File: src/upg_pkg.sv
// Shared types, codes and extension matching for the path guard.
`default_nettype none

package upg_pkg;

  localparam int PATH_LIMIT = 128;
  localparam int MOUNT_W    = 7;
  localparam int COUNT_W    = 8;
  localparam int EXT_DEPTH  = 4;
  localparam int EXT_CHAR_W = 7;
  localparam int EXT_LEN_W  = 3;

  localparam logic [MOUNT_W-1:0] MOUNT_RESET = 7'd4;

  localparam logic [7:0] CH_SLASH   = 8'h2F;
  localparam logic [7:0] CH_DOT     = 8'h2E;
  localparam logic [7:0] CH_COLON   = 8'h3A;
  localparam logic [7:0] CH_BSLASH  = 8'h5C;
  localparam logic [7:0] CH_CTRL_LT = 8'h20;
  localparam logic [7:0] CH_UPPER_A = 8'h41;
  localparam logic [7:0] CH_UPPER_Z = 8'h5A;

  localparam logic [1:0] VERDICT_DIR    = 2'd0;
  localparam logic [1:0] VERDICT_FILE   = 2'd1;
  localparam logic [1:0] VERDICT_REJECT = 2'd2;

  localparam logic [2:0] CT_OCTET = 3'd0;
  localparam logic [2:0] CT_HTML  = 3'd1;
  localparam logic [2:0] CT_TEXT  = 3'd2;
  localparam logic [2:0] CT_CSS   = 3'd3;
  localparam logic [2:0] CT_JS    = 3'd4;
  localparam logic [2:0] CT_JSON  = 3'd5;

  typedef logic [EXT_DEPTH-1:0][EXT_CHAR_W-1:0] ext_chars_t;

  typedef struct packed {
    logic [1:0] verdict;
    logic [2:0] content_type;
  } res_t;

  function automatic logic [2:0] ext_type(input logic dot, input logic [EXT_LEN_W-1:0] len,
                                          input ext_chars_t c);
    logic htm;
    logic html;
    logic txt;
    logic css;
    logic js;
    logic json;
    logic [2:0] t;
    htm  = (len == 3'd3) && c[0] == 7'h68 && c[1] == 7'h74 && c[2] == 7'h6D;
    html = (len == 3'd4) && c[0] == 7'h68 && c[1] == 7'h74 && c[2] == 7'h6D
           && c[3] == 7'h6C;
    txt  = (len == 3'd3) && c[0] == 7'h74 && c[1] == 7'h78 && c[2] == 7'h74;
    css  = (len == 3'd3) && c[0] == 7'h63 && c[1] == 7'h73 && c[2] == 7'h73;
    js   = (len == 3'd2) && c[0] == 7'h6A && c[1] == 7'h73;
    json = (len == 3'd4) && c[0] == 7'h6A && c[1] == 7'h73 && c[2] == 7'h6F
           && c[3] == 7'h6E;
    t = CT_OCTET;
    if (!dot) begin
      t = CT_OCTET;
    end else if (htm || html) begin
      t = CT_HTML;
    end else if (txt) begin
      t = CT_TEXT;
    end else if (css) begin
      t = CT_CSS;
    end else if (js) begin
      t = CT_JS;
    end else if (json) begin
      t = CT_JSON;
    end
    return t;
  endfunction

endpackage

`default_nettype wire

File: src/upg_scan.sv
// Running path state and verdict logic for one character word.
`default_nettype none

module upg_scan (
  input  wire logic                        clk,
  input  wire logic                        rst,
  input  wire logic                        adv,
  input  wire logic [7:0]                  ch,
  input  wire logic                        last,
  input  wire logic [upg_pkg::MOUNT_W-1:0] mount_length,
  output upg_pkg::res_t                    res
);
  import upg_pkg::*;

  typedef enum logic [1:0] {
    KIND_EMPTY,
    KIND_DOT,
    KIND_DOTDOT,
    KIND_OTHER
  } kind_t;

  logic [COUNT_W-1:0]   char_count, char_count_next;
  logic                 bad_seen, bad_seen_next;
  kind_t                component_kind, component_kind_next;
  logic                 dot_seen, dot_seen_next;
  ext_chars_t           ext_chars, ext_chars_next;
  logic [EXT_LEN_W-1:0] ext_length, ext_length_next;

  logic                 first;
  logic                 is_slash;
  logic                 is_dot;
  logic [7:0]           folded;
  logic [EXT_CHAR_W-1:0] stored;
  logic [COUNT_W:0]     total;
  logic                 too_long;

  always_comb begin
    first    = (char_count == '0);
    is_slash = (ch == CH_SLASH);
    is_dot   = (ch == CH_DOT);
    folded   = (ch >= CH_UPPER_A && ch <= CH_UPPER_Z) ? (ch | 8'h20) : ch;
    stored   = folded[7] ? '0 : folded[EXT_CHAR_W-1:0];

    char_count_next     = (char_count == '1) ? char_count : char_count + 1'b1;
    bad_seen_next       = bad_seen;
    component_kind_next = component_kind;
    dot_seen_next       = dot_seen;
    ext_chars_next      = ext_chars;
    ext_length_next     = ext_length;

    if (first) begin
      if (!is_slash) begin
        bad_seen_next = 1'b1;
      end
      component_kind_next = KIND_EMPTY;
    end else begin
      if (char_count == COUNT_W'(1) && is_slash) begin
        bad_seen_next = 1'b1;
      end
      if (ch < CH_CTRL_LT || ch == CH_COLON || ch == CH_BSLASH) begin
        bad_seen_next = 1'b1;
      end
      if (is_slash) begin
        if (component_kind == KIND_DOTDOT) begin
          bad_seen_next = 1'b1;
        end
        component_kind_next = KIND_EMPTY;
      end else if (is_dot) begin
        if (component_kind == KIND_EMPTY) begin
          component_kind_next = KIND_DOT;
        end else if (component_kind == KIND_DOT) begin
          component_kind_next = KIND_DOTDOT;
        end else begin
          component_kind_next = KIND_OTHER;
        end
      end else begin
        component_kind_next = KIND_OTHER;
      end

      if (is_dot) begin
        dot_seen_next   = 1'b1;
        ext_length_next = '0;
        ext_chars_next  = '0;
      end else if (ext_length < EXT_LEN_W'(EXT_DEPTH + 1)) begin
        for (int i = 0; i < EXT_DEPTH; i++) begin
          if (ext_length == EXT_LEN_W'(i)) begin
            ext_chars_next[i] = stored;
          end
        end
        ext_length_next = ext_length + 1'b1;
      end
    end

    total    = {1'b0, char_count_next} + (COUNT_W + 1)'(mount_length);
    too_long = (total >= (COUNT_W + 1)'(PATH_LIMIT));

    if (first) begin
      if (is_slash) begin
        res.verdict      = VERDICT_DIR;
        res.content_type = CT_TEXT;
      end else begin
        res.verdict      = VERDICT_REJECT;
        res.content_type = CT_OCTET;
      end
    end else if (bad_seen_next || component_kind_next == KIND_DOTDOT || too_long) begin
      res.verdict      = VERDICT_REJECT;
      res.content_type = CT_OCTET;
    end else begin
      res.verdict      = VERDICT_FILE;
      res.content_type = ext_type(dot_seen_next, ext_length_next, ext_chars_next);
    end
  end

  always_ff @(posedge clk) begin
    if (rst || (adv && last)) begin
      char_count     <= '0;
      bad_seen       <= 1'b0;
      component_kind <= KIND_EMPTY;
      dot_seen       <= 1'b0;
      ext_chars      <= '0;
      ext_length     <= '0;
    end else if (adv) begin
      char_count     <= char_count_next;
      bad_seen       <= bad_seen_next;
      component_kind <= component_kind_next;
      dot_seen       <= dot_seen_next;
      ext_chars      <= ext_chars_next;
      ext_length     <= ext_length_next;
    end
  end

endmodule

`default_nettype wire

File: src/url_path_guard_and_type.sv
// Top level of the request path guard and content type classifier.
//
// Path characters enter on the input channel (in_valid, in_stall, ch, last),
// one character per word; last marks the final character of a path. Exactly
// one result word (verdict, content_type) leaves on the output channel
// (out_valid, out_stall) for each word with last set; other words give none.
// A word is taken at a rising edge with valid high and stall low.
// A result word moves from the input register, which takes its last character,
// to the result register, and a held result can stall it in between.
// Throughput: one character per cycle while in_stall is low, set by the state
// update between the input register and the result register.
// When the receiver stalls, the result word holds; the input register keeps
// taking characters that give no result, and in_stall rises only when a
// final character waits behind a held result.
// mount_length is written through cfg_wr_en / cfg_wr_data; the user must
// write it only while idle, as the block itself does not enforce this.
// Reset (rst, synchronous) empties both registers, clears the path state
// and sets mount_length to 4.
`default_nettype none

module url_path_guard_and_type (
  input  wire logic                        clk,
  input  wire logic                        rst,
  input  wire logic                        cfg_wr_en,
  input  wire logic [upg_pkg::MOUNT_W-1:0] cfg_wr_data,
  input  wire logic                        in_valid,
  output logic                             in_stall,
  input  wire logic [7:0]                  ch,
  input  wire logic                        last,
  output logic                             out_valid,
  input  wire logic                        out_stall,
  output logic [1:0]                       verdict,
  output logic [2:0]                       content_type
);
  import upg_pkg::*;

  logic [MOUNT_W-1:0] mount_length;
  logic               s1_valid;
  logic [7:0]         s1_ch;
  logic               s1_last;
  logic               s1_adv;
  res_t               res;

  assign s1_adv   = s1_valid && (!s1_last || !out_valid || !out_stall);
  assign in_stall = s1_valid && !s1_adv;

  always_ff @(posedge clk) begin
    if (rst) begin
      mount_length <= MOUNT_RESET;
    end else if (cfg_wr_en) begin
      mount_length <= cfg_wr_data;
    end
  end

  always_ff @(posedge clk) begin
    if (rst) begin
      s1_valid <= 1'b0;
    end else if (!in_stall) begin
      s1_valid <= in_valid;
    end
    if (in_valid && !in_stall) begin
      s1_ch   <= ch;
      s1_last <= last;
    end
  end

  upg_scan u_scan (
    .clk          (clk),
    .rst          (rst),
    .adv          (s1_adv),
    .ch           (s1_ch),
    .last         (s1_last),
    .mount_length (mount_length),
    .res          (res)
  );

  always_ff @(posedge clk) begin
    if (rst) begin
      out_valid <= 1'b0;
    end else if (s1_adv && s1_last) begin
      out_valid <= 1'b1;
    end else if (!out_stall) begin
      out_valid <= 1'b0;
    end
    if (s1_adv && s1_last) begin
      verdict      <= res.verdict;
      content_type <= res.content_type;
    end
  end

endmodule

`default_nettype wire

File: config.mk
export PLATFORM = sky130hd
export DESIGN_NAME = url_path_guard_and_type
export DESIGN_NICKNAME = d
export VERILOG_FILES = /design/src/upg_pkg.sv /design/src/upg_scan.sv /design/src/url_path_guard_and_type.sv
export SDC_FILE = /design/constraint.sdc
export NUM_CORES = 1
export LEC_CHECK = 0
export BUFFER_PORTS_ARGS = -buffer_cell sky130_fd_sc_hd__clkbuf_2
export CORE_UTILIZATION = 57
export CTS_BUF_LIST = sky130_fd_sc_hd__clkbuf_8
export CTS_CLUSTER_SIZE = 28
export DETAILED_ROUTE_END_ITERATION = 8
export PLACE_DENSITY = 0.76
export SETUP_SLACK_MARGIN = 0.15
export SYNTH_ARGS = -nofsm -noshare
export SYNTH_HDL_FRONTEND = slang
export SYNTH_SLANG_ARGS = --single-unit
export TNS_END_PERCENT = 10
File: constraint.sdc
create_clock -name clk -period 3.75 [get_ports clk]
set_input_delay 0.375 -clock clk [delete_from_list [all_inputs] [get_ports clk]]
set_output_delay 0.375 -clock clk [all_outputs]
set_load 0.01 [all_outputs]
; Yosys cells after proc, flatten, opt, wreduce, memory -nomap -nowiden
; Index checks and enable logic that the tools add are counted.
[word_totals]
mem_bits_ro = 0
elab_cells = 131
in_bits = 21
out_inout_bits = 7
mem_bits_rw = 0
ff_bits = 66
mem_count = 0
latch_bits = 0
[op_classes]
n_eq_ne = 29
addsub = 3
n_mux = 37
div_mod_pow = 0
magnitude_cmp = 5
bitwise = 0
shifts = 0
mul = 0
reduce_logical = 41
[ops]
columns = operator, count
row1 = == test 7 bit (second input constant), 13
row2 = two-way mux 28 bit, 3
row3 = two-way mux 7 bit, 5
row4 = two-way mux 3 bit, 9
row5 = logical AND 1 bit, 25
row6 = == test 8 x 6 -> 1 bit (second input constant), 3
row7 = two-way mux 5 bit, 3
row8 = == test 3 x 2 -> 1 bit (second input constant), 4
row9 = two-way mux 1 bit, 11
row10 = adder 8 x 7 -> 9 bit, 1
row11 = greater-or-equal comparator 9 x 8 -> 1 bit (second input constant), 1
row12 = adder 8 x 1 -> 8 bit (second input constant), 1
row13 = == test 8 x 1 -> 1 bit (second input constant), 1
row14 = == test 8 x 7 -> 1 bit (second input constant), 1
row15 = == test 8 bit (second input constant), 1
row16 = greater-or-equal comparator 8 x 7 -> 1 bit (second input constant), 1
row17 = less-or-equal comparator 8 x 7 -> 1 bit (second input constant), 1
row18 = zero test 8 bit, 1
row19 = logical OR 1 bit, 8
row20 = less-than comparator 8 x 6 -> 1 bit (second input constant), 1
row21 = two-way mux 2 bit, 4
row22 = two-way mux 8 bit, 1
row23 = two-way mux 6 bit, 1
row24 = zero test 1 bit, 5
row25 = other kinds (9), 10

; Depth between registers and ports, before layout
; Gate-level depths: netlist of run 1.
[logic_depth]
ltp_word = 21
depth_mapped = 13
depth_no_buf = 12

; Modules after synthesis
; From an unflattened synthesis of run 1, not the netlist that was laid out.
[unflattened]
cells_unflattened = 448
hier_area_um2 = 3911.3
[modules_own_cells]
columns = mod, seq_area_each_um2, cells_per_inst, area_each_um2, n_inst
row1 = upg_scan, 860.8, 398, 3141.8, 1
row2 = url_path_guard_and_type, 600.6, 50, 769.5, 1

; Worst setup path after synthesis of run 1
; No wires, ideal clock.
[synth_path]
kind = register to register
startpoint = register u_scan.char_count[3]
endpoint = register content_type[0] (data pin)
stages_incl_launch_ff = 14
arrival_ns = 2.937
path_slack_ns = 0.682
synth_period_minus_slack_ns = 3.068
setup_ns = 0.132
cell_sequence = dfxtp_1 > buf_2 > and4_2 > nand4_1 > xnor2_1 > ha_1 > fa_1 > nor2_1 > nand4_1 > o221ai_1 > nor4b_2 > o211ai_1 > nor4_1 > a221o_1
[synth_lines]
columns = item, line_no
row1 = from (decl), upg_scan.sv:22  ; logic [COUNT_W-1:0] char_count, char_count_next;
row2 = from (signal assigned), upg_scan.sv:123  ; char_count <= char_count_next;
row3 = == test 8 bit, upg_scan.sv:44  ; char_count_next = (char_count == '1) ? char_count : char_count + 1'b1;
row4 = two-way mux 8 bit, upg_scan.sv:44
row5 = named net u_scan.char_count_next[0], upg_scan.sv:22
row6 = adder 8 x 7 -> 9 bit, upg_scan.sv:94  ; total = {1'b0, char_count_next} + (COUNT_W + 1)'(mount_length);
row7 = greater-or-equal comparator 9 x 8 -> 1 bit, upg_scan.sv:95  ; too_long = (total >= (COUNT_W + 1)'(PATH_LIMIT));
row8 = logical OR 1 bit, upg_scan.sv:105  ; end else if (bad_seen_next || component_kind_next == KIND_DOTDOT || too_long) begin
row9 = two-way mux 5 bit, upg_scan.sv:105
row10 = two-way mux 5 bit, upg_scan.sv:97  ; if (first) begin
row11 = to (signal assigned), url_path_guard_and_type.sv:87  ; content_type <= res.content_type;
row12 = to (decl), url_path_guard_and_type.sv:33  ; output logic [2:0] content_type
; The timed path passes the listed nets, and every way through them passes these cells.
; A chain may end at the register's enable or synchronous reset.

; Worst setup path after layout of run 1
[layout_path]
startpoint = register u_scan.char_count[5]
endpoint = register content_type[0] (data pin)
; Same word-level chain as after synthesis.

==> impl_metrics.env, run 1 <==
export IMPL_clk_pin_slew_worst_paths_ps=80
export IMPL_grt_pass1_vias=3262
export IMPL_synth_fp_nets=483
export IMPL_layout_drive_gt1_share_pct=16.4
export IMPL_synth_fa_ha_area_share_pct=5.27
export IMPL_fin_tns_setup_ps=0
export IMPL_n_antenna_cell=0
export IMPL_syn_mean_instance_area_sq_um=8.83
export IMPL_crit_top_cell="nand4_1"
export IMPL_io_buffers=27
export IMPL_p_leak_uw=0.00162
export IMPL_vias_per_cell=6.64
export IMPL_hp_class="primary input to flip-flop"
export IMPL_dp_hpwl_um=7340
export IMPL_max_freq_mhz=300
export IMPL_wl_met3_um=938
export IMPL_met2WireLength_um=4590
export IMPL_ir_worst_vdd_mv=0.307
export IMPL_power_density_nw_per_um2=378
export IMPL_grt_pass1_wl_um=16300
export IMPL_slew_violations=0
export IMPL_wl_met1_um=4490
export IMPL_drv_cap=0
export IMPL_final_util_pct=66.3
export IMPL_crit_slowest_cell="dfxtp_1"
export IMPL_drc=0
export IMPL_nNetsFinal=502
export IMPL_ioPinCount=28
export IMPL_end_kind="flip-flop"
export IMPL_drt_iter0_drc=442
export IMPL_yosysSeqAreaShare_pct=37.1
export IMPL_synth_edf_count=14
export IMPL_fillers=517
export IMPL_clk_path_buf_depth=2
export IMPL_highest_layer="met4"
export IMPL_syn_cell_area_sq_um=3940
export IMPL_period_share_pct=88.8
export IMPL_first_pass_iters=5
export IMPL_setup_viol=0
export IMPL_antenna_found_initial=0
export IMPL_cts_hold_buf=0
export IMPL_clock_sinks=66
export IMPL_htreeDepth=3
export IMPL_ys_ff_latch=66
export IMPL_clk_latency_ps=350
export IMPL_async_flop_share_pct=0
export IMPL_synth_simple_area_share_pct=26.0
export IMPL_wl_um=10200
export IMPL_synth_compound_area_share_pct=20.6
export IMPL_tritoncts="done"
export IMPL_finalWeightedCongestion=0.909
export IMPL_die_y_um=85.1
export IMPL_layout_cells_non_filler=547
export IMPL_crit_required_ps=3970
export IMPL_crit_type="flip-flop to flip-flop"
export IMPL_worst_pin_slew_ps=841
export IMPL_grt_max_degree=44
export IMPL_relSlewSlack_pct=43.9
export IMPL_die_width_um=85.1
export IMPL_cp_top_family="simple AND/OR/NAND/NOR gates"
export IMPL_crit_chain="and4_2 -> nand4_1 -> buf_4 -> nand2b_1 -> xnor2_1 -> ha_1 -> nor4bb_1 -> nand4_1 -> o221ai_1 -> nor4b_2 -> o211ai_1 -> nor4_2 -> a221o_1"
export IMPL_grt_usage_pct=29.0
export IMPL_yosysUniqueCellTypes=82
export IMPL_rsz0062_at_grt="false"
export IMPL_vias=3633
export IMPL_skew_ps=11.8
export IMPL_start_util_pct=60.7
export IMPL_synth_mux_area_share_pct=3.87
export IMPL_global_route_overflow_total=0
export IMPL_status="completed"
export IMPL_ys_flop_type="dfxtp_1"
export IMPL_avgRoutedWirePerCell_um=18.6
export IMPL_path_buf_inv=1
export IMPL_startpoint_type="flip-flop"
export IMPL_place_inst=528
export IMPL_dieArea_sq_um=7250
export IMPL_syn_to_final_growth_pct=9.24
export IMPL_synth_top_family_by_area="simple AND/OR/NAND/NOR gates"
export IMPL_period_minus_slack_ps=3330
export IMPL_crit_arrival_ps=3550
export IMPL_clockRootBuffer="clkbuf_8"
export IMPL_max_stage_delay_ps=490
export IMPL_netlist_instances=446
export IMPL_rows=29
export IMPL_hold_viol_final=0
export IMPL_numCtsBuffers=9
export IMPL_cp_max_fo=7
export IMPL_yosys_warnings=0
export IMPL_synthXorXnorAreaFrac_pct=2.00
export IMPL_coreArea_sq_um=6490
export IMPL_ant_nets=0
-- logic make-up (layout without fill, tap and decap cells) --
family	after synthesis	after routing
mux	15	15
simple gates	187	187
compound gates	113	113
flops	66	66
buf+inv	40	64
xor+xnor	9	9
fa+ha+maj	16	16
-- final timing paths --
kind	from	endpoint	slack [ps]	cells past startpoint
max	u_scan.char_count[5]$_SDFFE_PP0P_	content_type[0]$_SDFFCE_PP0P_	420	13
min	last	s1_last$_DFFE_PP_	200	1
max reg2reg	u_scan.char_count[5]$_SDFFE_PP0P_	content_type[0]$_SDFFCE_PP0P_	420	13
min reg2reg	u_scan.ext_chars[2]$_SDFFE_PP0P_	u_scan.ext_chars[2]$_SDFFE_PP0P_	460	2
-- routing by layer --
layer	vias up	track usage [%]
met4	0	10.9
met1	1707	40.0
met3	17	5.25
met2	212	45.4
li1	1697	-
met5	-	0
-- state kept, by name, summed over array words and instances (netlist names), 2 cells and up --
register and cells:
content_type 3, u_scan.component_kind 2, s1_ch 8, u_scan.char_count 8, u_scan.ext_chars 28, mount_length 7
u_scan.ext_length 3, verdict 2
-- synthesized netlist by cell type, drive strengths merged (9+ instances only) --
cell,number,share of area (%)
nor2,65,6.7
nor3,11,1.4
clkbuf,16,1.5
buf,11,2.4
inv,13,1.2
nor2b,14,2.2
a21oi,24,3.0
nand3,9,1.1
ha,15,4.8
o21ai,17,2.4
edfxtp,14,11
nand4,12,1.9
mux2i,13,3.3
a22oi,23,4.4
dfxtp,52,26
nand2,30,2.9
-- timing repair --
item	in CTS	in global routing
endpoints found under the hold margin	0	0
setup endpoints to repair	0	3
setup buffers	0	3
gates resized for setup	0	3
-- report_power, final --
part	switching (uW)	internal (uW)	total, uW	leakage [uW]
registers	22.9	745	768	0.000561
logic	123	68.0	191	0.000950
clock network	294	373	667	0.000107
-- placed cells by master, fill, tap and decap left out, types with 4 or more instances in the layout --
| master | synthesis | layout |
|---|---|---|
| nand2_1 | 30 | 30 |
| clkbuf_2 | 0 | 27 |
| buf_4 | 1 | 8 |
| nand4b_1 | 4 | 4 |
| nand4_1 | 12 | 12 |
| clkbuf_8 | 0 | 9 |
| and2_1 | 4 | 4 |
| ha_1 | 15 | 15 |
| mux2i_1 | 13 | 13 |
| a22oi_1 | 23 | 23 |
| edfxtp_1 | 14 | 14 |
| inv_1 | 13 | 13 |
| a21oi_1 | 24 | 24 |
| xnor2_1 | 8 | 8 |
| nand2b_1 | 5 | 5 |
| a211oi_1 | 7 | 7 |
| nor2_1 | 63 | 63 |
| nand3_1 | 9 | 9 |
| o21ai_0 | 11 | 11 |
| nor2b_1 | 14 | 14 |
| dfxtp_1 | 52 | 50 |
| nor3_1 | 11 | 11 |
-- layout make-up --
cell class | instances | area [sq um] | area share, %
clock buffers | 9 | 124 | 2.88
multi-input cells | 340 | 2280 | 53.0
flip-flops and latches | 66 | 1460 | 34.0
inverters | 13 | 48.8 | 1.13
repair buffers | 35 | 195 | 4.53
clock inverters | 7 | 93.8 | 2.18
well taps | 77 | 96.3 | 2.24
-- stage by stage --
stage | area [sq um] | hold slack (ps) | setup WS, ps | total power [uW]
after floorplan | 3940 | 425 | 682 | 921
after CTS | 4270 | 189 | 221 | 1620
after global routing | 4300 | 183 | 165 | 1680
after global placement | 4060 | 443 | 406 | 966
after detailed placement | 4060 | 457 | 277 | 970
final | 4300 | 197 | 419 | 1630
Power figures use the tool's default switching activity.
==> inputs of run 2 (changes only) <==
--- a/config.mk
+++ b/config.mk
@@ -6,6 +6,7 @@
 export NUM_CORES = 1
 export LEC_CHECK = 0
 export BUFFER_PORTS_ARGS = -buffer_cell sky130_fd_sc_hd__clkbuf_2
+export CORE_ASPECT_RATIO = 1.4
 export CORE_UTILIZATION = 57
 export CTS_BUF_LIST = sky130_fd_sc_hd__clkbuf_8
 export CTS_CLUSTER_SIZE = 28
==> impl_metrics.env, run 2 (synthesis results as in run 1) <==
export IMPL_status="completed"
export IMPL_crit_slowest_cell="dfxtp_2"
export IMPL_slew_violations=0
export IMPL_die_y_um=100
export IMPL_nNetsFinal=500
export IMPL_crit_chain="and4_2 -> nand4_1 -> xnor2_1 -> ha_1 -> fa_1 -> nor2_1 -> nand4_1 -> o221ai_1 -> nor4b_2 -> o211ai_1 -> nor3_1 -> a221o_1"
export IMPL_fillers=585
export IMPL_avgRoutedWirePerCell_um=17.5
export IMPL_grt_max_degree=44
export IMPL_cp_max_fo=8
export IMPL_layout_drive_gt1_share_pct=16.2
export IMPL_r2r_start="u_scan.char_count[2]$_SDFFE_PP0P_"
export IMPL_start_util_pct=59.6
export IMPL_ant_nets=0
export IMPL_drt_iter0_drc=190
export IMPL_startpoint_type="flip-flop"
export IMPL_largestRegisters="u_scan.ext_chars: 28 flops, s1_ch: 8 flops, u_scan.char_count: 8 flops"
export IMPL_grt_pass1_vias=3415
export IMPL_dp_hpwl_um=7260
export IMPL_regToRegEndpoint="content_type[0]$_SDFFCE_PP0P_"
export IMPL_hp_class="primary input to flip-flop"
export IMPL_period_share_pct=88.7
export IMPL_cts_hold_buf=0
export IMPL_n_antenna_cell=0
export IMPL_period_minus_slack_ps=3330
export IMPL_grt_pass1_wl_um=15800
export IMPL_multi_input_comb_area_sq_um=2280
export IMPL_setup_viol=0
export IMPL_largest_register="u_scan.ext_chars"
export IMPL_clk_latency_ps=350
export IMPL_clockRootBuffer="clkbuf_8"
export IMPL_crit_top_cell="nand4_1"
export IMPL_numCtsBuffers=9
export IMPL_worst_pin_slew_ps=806
export IMPL_ir_worst_vdd_mv=0.264
export IMPL_die_width_um=72.3
export IMPL_hold_viol_final=0
export IMPL_max_stage_delay_ps=430
export IMPL_global_route_overflow_total=0
export IMPL_tritoncts="done"
export IMPL_relSlewSlack_pct=44.9
export IMPL_wl_um=9820
export IMPL_holdPathEnd="s1_ch[5]$_DFFE_PP_"
export IMPL_rsz0062_at_grt="false"
export IMPL_path_buf_inv=0
export IMPL_clk_path_buf_depth=2
export IMPL_dieArea_sq_um=7250
export IMPL_crit_required_ps=3970
export IMPL_layout_cells_non_filler=560
export IMPL_htreeDepth=3
export IMPL_finalWeightedCongestion=1.01
export IMPL_max_freq_mhz=301
export IMPL_largest_reg_flops=28
export IMPL_vias_per_cell=6.25
export IMPL_first_pass_iters=4
export IMPL_io_buffers=27
export IMPL_clk_pin_slew_worst_paths_ps=70
export IMPL_drc=0
export IMPL_ff2ff_path_depth=12
export IMPL_rrSetupSlack_ps=420
export IMPL_grt_usage_pct=28.5
export IMPL_fin_tns_setup_ps=0
export IMPL_power_density_nw_per_um2=360
export IMPL_p_leak_uw=0.00161
export IMPL_ioPinCount=28
export IMPL_crit_type="flip-flop to flip-flop"
export IMPL_vias=3502
export IMPL_end_kind="flip-flop"
export IMPL_crit_arrival_ps=3550
export IMPL_hp_start="ch[5]"
export IMPL_place_inst=543
export IMPL_skew_ps=9.13
export IMPL_antenna_found_initial=0
export IMPL_regArea_sq_um=1470
export IMPL_final_cell_mix="63 x nor2_1, 49 x dfxtp_1, 30 x nand2_1, 27 x clkbuf_2, 24 x a21oi_1"
export IMPL_cp_top_family="simple AND/OR/NAND/NOR gates"
export IMPL_final_common_cell="nor2_1"
export IMPL_coreArea_sq_um=6610
export IMPL_clock_sinks=66
export IMPL_hold_path_depth=1
export IMPL_syn_to_final_growth_pct=8.70
export IMPL_rows=35
export IMPL_drv_cap=0
==> run 2: worst max-delay path by stage <==
| stage | start | endpoint | slack (ps) | cells past startpoint |
|---|---|---|---|---|
| after global routing | u_scan.char_count[2]$_SDFFE_PP0P_ | content_type[0]$_SDFFCE_PP0P_ | 180 | 12 |
| after floorplan | u_scan.char_count[3]$_SDFFE_PP0P_ | content_type[0]$_SDFFCE_PP0P_ | 680 | 13 |
| after global placement | u_scan.char_count[2]$_SDFFE_PP0P_ | content_type[0]$_SDFFCE_PP0P_ | 370 | 12 |
| after detailed placement | u_scan.char_count[2]$_SDFFE_PP0P_ | content_type[0]$_SDFFCE_PP0P_ | 240 | 12 |
| final | u_scan.char_count[2]$_SDFFE_PP0P_ | content_type[0]$_SDFFCE_PP0P_ | 420 | 12 |
| after CTS | u_scan.char_count[2]$_SDFFE_PP0P_ | content_type[0]$_SDFFCE_PP0P_ | 210 | 12 |
==> run 2: power by group <==
group	internal (uW)	leakage, uW	switching (uW)	total, uW
combinational	67.8	0.000942	120	188
clock	306	0.000102	282	588
sequential	746	0.000562	22.7	768
==> run 2: final cells by class <==
class	count	share of cell area (%)
clock buffers	9	2.89
clock inverters	7	1.58
inverters	13	1.14
multi-input cells	340	53.3
flip-flops and latches	66	34.2
well taps	92	2.69
repair buffers	33	4.21
==> run 2: metal layers <==
layer | global-route usage, % | vias up | wire length (um)
met2 | 49.7 | 121 | 4910
met1 | 30.5 | 1653 | 3850
met5 | 0 | - | 0
met4 | 18.6 | 0 | 555
met3 | 6.12 | 45 | 504
li1 | - | 1683 | -
==> run 2: per-stage QoR <==
stage	util [%]	power, uW	hold slack (ps)	setup WS (ps)	area [sq um]
after global placement	61.6	964	443	372	4070
after detailed placement	61.6	967	451	244	4070
after global routing	64.8	1610	184	178	4280
after floorplan	-	921	425	682	3940
after CTS	64.5	1550	190	213	4270
final	64.8	1540	193	423	4280
==> run 2: repair_timing <==
item,in CTS,in global routing
endpoints found under the hold margin,0,0
gates resized for setup,0,4
buffers inserted,0,1
endpoints found under the setup margin,0,3
==> run 2: worst reg2reg max path, stage by stage, from the launching register on <==
cell,delay (ps)
dfxtp_2,430
and4_2,270
nand4_1,270
xnor2_1,240
ha_1,230
fa_1,380
nor2_1,100
nand4_1,100
o221ai_1,180
nor4b_2,270
o211ai_1,220
nor3_1,330
a221o_1,200
==> inputs of run 3 (changes only) <==
--- a/config.mk
+++ b/config.mk
@@ -5,15 +5,18 @@
 export SDC_FILE = /design/constraint.sdc
 export NUM_CORES = 1
 export LEC_CHECK = 0
-export BUFFER_PORTS_ARGS = -buffer_cell sky130_fd_sc_hd__clkbuf_2
+export CELL_PAD_IN_SITES_DETAIL_PLACEMENT = 2
+export CELL_PAD_IN_SITES_GLOBAL_PLACEMENT = 2
 export CORE_ASPECT_RATIO = 1.4
-export CORE_UTILIZATION = 57
+export CORE_UTILIZATION = 41
 export CTS_BUF_LIST = sky130_fd_sc_hd__clkbuf_8
 export CTS_CLUSTER_SIZE = 28
 export DETAILED_ROUTE_END_ITERATION = 8
-export PLACE_DENSITY = 0.76
+export DONT_BUFFER_PORTS = 1
+export PLACE_DENSITY_LB_ADDON = 0.1
 export SETUP_SLACK_MARGIN = 0.15
 export SYNTH_ARGS = -nofsm -noshare
 export SYNTH_HDL_FRONTEND = slang
+export SYNTH_HIERARCHICAL = 1
 export SYNTH_SLANG_ARGS = --single-unit
 export TNS_END_PERCENT = 10
==> impl_metrics.env, run 3 <==
export IMPL_die_y_um=118
export IMPL_first_pass_iters=6
export IMPL_grt_use_met1_pct=32.2
export IMPL_coreArea_sq_um=9130
export IMPL_syn_mean_instance_area_sq_um=8.73
export IMPL_layout_drive_gt1_share_pct=13.9
export IMPL_rows=41
export IMPL_global_route_overflow_total=0
export IMPL_timing_final_ws_setup_ps=140
export IMPL_synth_edf_count=14
export IMPL_multi_input_comb_area_sq_um=2340
export IMPL_violations="DRC"
export IMPL_drv_cap=0
export IMPL_max_freq_mhz=277
export IMPL_yosysUniqueCellTypes=71
export IMPL_setup_viol=0
export IMPL_p_total_uw=1610
export IMPL_ioPinCount=28
export IMPL_hold_viol_final=0
export IMPL_avgRoutedWirePerCell_um=26.4
export IMPL_numCtsBuffers=9
export IMPL_critPathLaunch="u_scan/char_count[5]$_SDFFE_PP0P_"
export IMPL_regArea_sq_um=1470
export IMPL_busiest_layer="met2"
export IMPL_synth_fp_nets=485
export IMPL_ys_top_cells_by_area="dfxtp_1 27%, edfxtp_1 11%, nor2_1 6.5%"
export IMPL_htreeDepth=3
export IMPL_clk_pin_slew_worst_paths_ps=70
export IMPL_n_antenna_cell=0
export IMPL_cts_hold_buf=0
export IMPL_synth_simple_area_share_pct=24.4
export IMPL_start_util_pct=42.8
export IMPL_fillers=1005
export IMPL_p_leak_uw=0.00158
export IMPL_dieArea_sq_um=9940
export IMPL_max_stage_delay_ps=490
export IMPL_drc=3
export IMPL_grt_usage_pct=30.3
export IMPL_yosysTopAreaCell="dfxtp_1"
export IMPL_netlist_top_cells_count="68 x nor2_1, 52 x dfxtp_1, 32 x nand2_1"
export IMPL_synth_top_cell_area_share_pct=26.6
export IMPL_final_common_cell="nor2_1"
export IMPL_largest_reg_flops=28
export IMPL_die_width_um=84.5
export IMPL_dp_hpwl_um=10500
export IMPL_synth_mux_area_share_pct=4.73
export IMPL_place_inst=542
export IMPL_crit_chain="nand3_1 -> nor2_4 -> a31oi_4 -> nand3_2 -> xnor2_2 -> ha_1 -> a21o_1 -> a211oi_2 -> o311ai_1 -> nor2_1 -> o311a_1 -> or4b_4 -> nor3_2"
export IMPL_synth_top_family_by_area="simple AND/OR/NAND/NOR gates"
export IMPL_r2r_start="u_scan/char_count[5]$_SDFFE_PP0P_"
export IMPL_synth_compound_area_share_pct=21.3
export IMPL_async_flop_share_pct=0
export IMPL_vias_per_cell=6.46
export IMPL_final_cell_mix="67 x nor2_1, 48 x dfxtp_1, 31 x nand2_1, 20 x a21oi_1, 19 x a22oi_1"
export IMPL_drt_iter0_drc=166
export IMPL_netlist_instances=448
export IMPL_synth_most_common_cell="nor2_1"
export IMPL_grt_pass1_wl_um=22500
export IMPL_layout_cells_non_filler=560
export IMPL_slew_violations=0
export IMPL_wl_um=14800
export IMPL_clk_latency_ps=370
export IMPL_vias=3619
export IMPL_power_density_nw_per_um2=373
export IMPL_clock_sinks=66
export IMPL_startpoint_type="flip-flop"
export IMPL_skew_ps=12.1
export IMPL_syn_cell_area_sq_um=3910
export IMPL_nNetsFinal=485
export IMPL_end_kind="flip-flop"
export IMPL_ant_nets=0
export IMPL_tritoncts="done"
export IMPL_ir_worst_vdd_mv=0.285
export IMPL_crit_slowest_cell="or4b_4"
export IMPL_rsz0062_at_grt="false"
export IMPL_yosysSeqAreaShare_pct=37.4
export IMPL_crit_required_ps=3960
export IMPL_ys_flop_type="dfxtp_1"
export IMPL_synthXorXnorAreaFrac_pct=1.79
export IMPL_antenna_found_initial=0
export IMPL_period_minus_slack_ps=3610
export IMPL_io_buffers=0
export IMPL_synth_fa_ha_area_share_pct=5.31
export IMPL_gr_usage_met2_pct=54.6
export IMPL_grt_max_degree=44
export IMPL_hp_start="rst"
export IMPL_largestRegisters="u_scan/ext_chars: 28 flops, s1_ch: 8 flops, u_scan/char_count: 8 flops"
export IMPL_ys_ff_latch=66
export IMPL_status="finished with violations"
export IMPL_grt_pass1_vias=4012
export IMPL_finalWeightedCongestion=0.876
export IMPL_yosys_warnings=6
export IMPL_crit_type="flip-flop to flip-flop"
export IMPL_worst_pin_slew_ps=915
export IMPL_period_share_pct=96.3
export IMPL_clockRootBuffer="clkbuf_8"
export IMPL_crit_arrival_ps=3820
export IMPL_syn_to_final_growth_pct=10.5
export IMPL_grt_use_met3_pct=4.35
export IMPL_cp_max_fo=5
export IMPL_hp_class="primary input to flip-flop"
export IMPL_clk_path_buf_depth=2
export IMPL_largest_register="u_scan/ext_chars"
export IMPL_place_ws_ps=-26.4
export IMPL_relSlewSlack_pct=39.0
## run 3: per-layer routing
metal | share of wire [%] | vias to the layer above
met3 | 2.7 | 54
met5 | 0 | -
met1 | 37 | 1816
met2 | 54 | 93
li1 | - | 1656
met4 | 6.4 | 0
## run 3: repair_timing
action | 4_1_cts | 5_1_grt
buffers inserted | 1 | 1
resized for setup | 10 | 12
pin swaps | 2 | 4
endpoints found under the setup margin | 3 | 3
## run 3: path summary, 6_finish.rpt
kind	endpoint	slack, ps	cells after the start
max	content_type[2]$_DFFE_PP_	140	13
min	out_valid$_SDFFE_PP0P_	70	1
max reg2reg	content_type[2]$_DFFE_PP_	140	13
min reg2reg	u_scan/ext_chars[26]$_SDFFE_PP0P_	500	2
## run 3: cells by family (layout without fill, tap and decap cells)
| group | Yosys count | after routing |
|---|---|---|
| compound gates | 116 | 116 |
| xor+xnor | 8 | 8 |
| fa+ha+maj | 16 | 16 |
| buf+inv | 41 | 46 |
| flops | 66 | 66 |
| mux | 18 | 18 |
| simple gates | 183 | 183 |
## run 3: area by class of cell
cell class / count / area share, %
multi-input combinational: 341 / 54.2
sequential: 66 / 34.0
clock buffer: 11 / 3.50
tap: 107 / 3.10
timing repair buffer: 16 / 2.78
clock inverter: 5 / 1.24
inverter: 14 / 1.22
## run 3: worst max-delay path, delay by kind of cell (launching register included)
family                   cells  cell delay, ps
adder cells (fa/ha/maj)      1             310
XOR/XNOR                     1             130
AO/OA/AOI/OAI                5            1010
AND/OR/NAND/NOR              6            1570
flip-flops                   1             430
## run 3: power by group
part	leakage [uW]	internal (uW)	total, uW	switching, uW
sequential	0.000563	746	769	23.0
combinational	0.000905	66.0	200	134
clock	0.000111	341	643	301
total	0.00158	1150	1610	458
## run 3: stage by stage
stage	hold WS, ps	utilization (%)	TNS, ps	area [sq um]
2_1_floorplan	426	-	0	3910
3_3_place_gp	445	43.9	0	4010
3_5_place_dp	450	43.9	-33.7	4010
4_1_cts	65.7	46.7	0	4260
5_1_grt	52.6	47.3	0	4320
6_report	65.3	47.3	0	4320
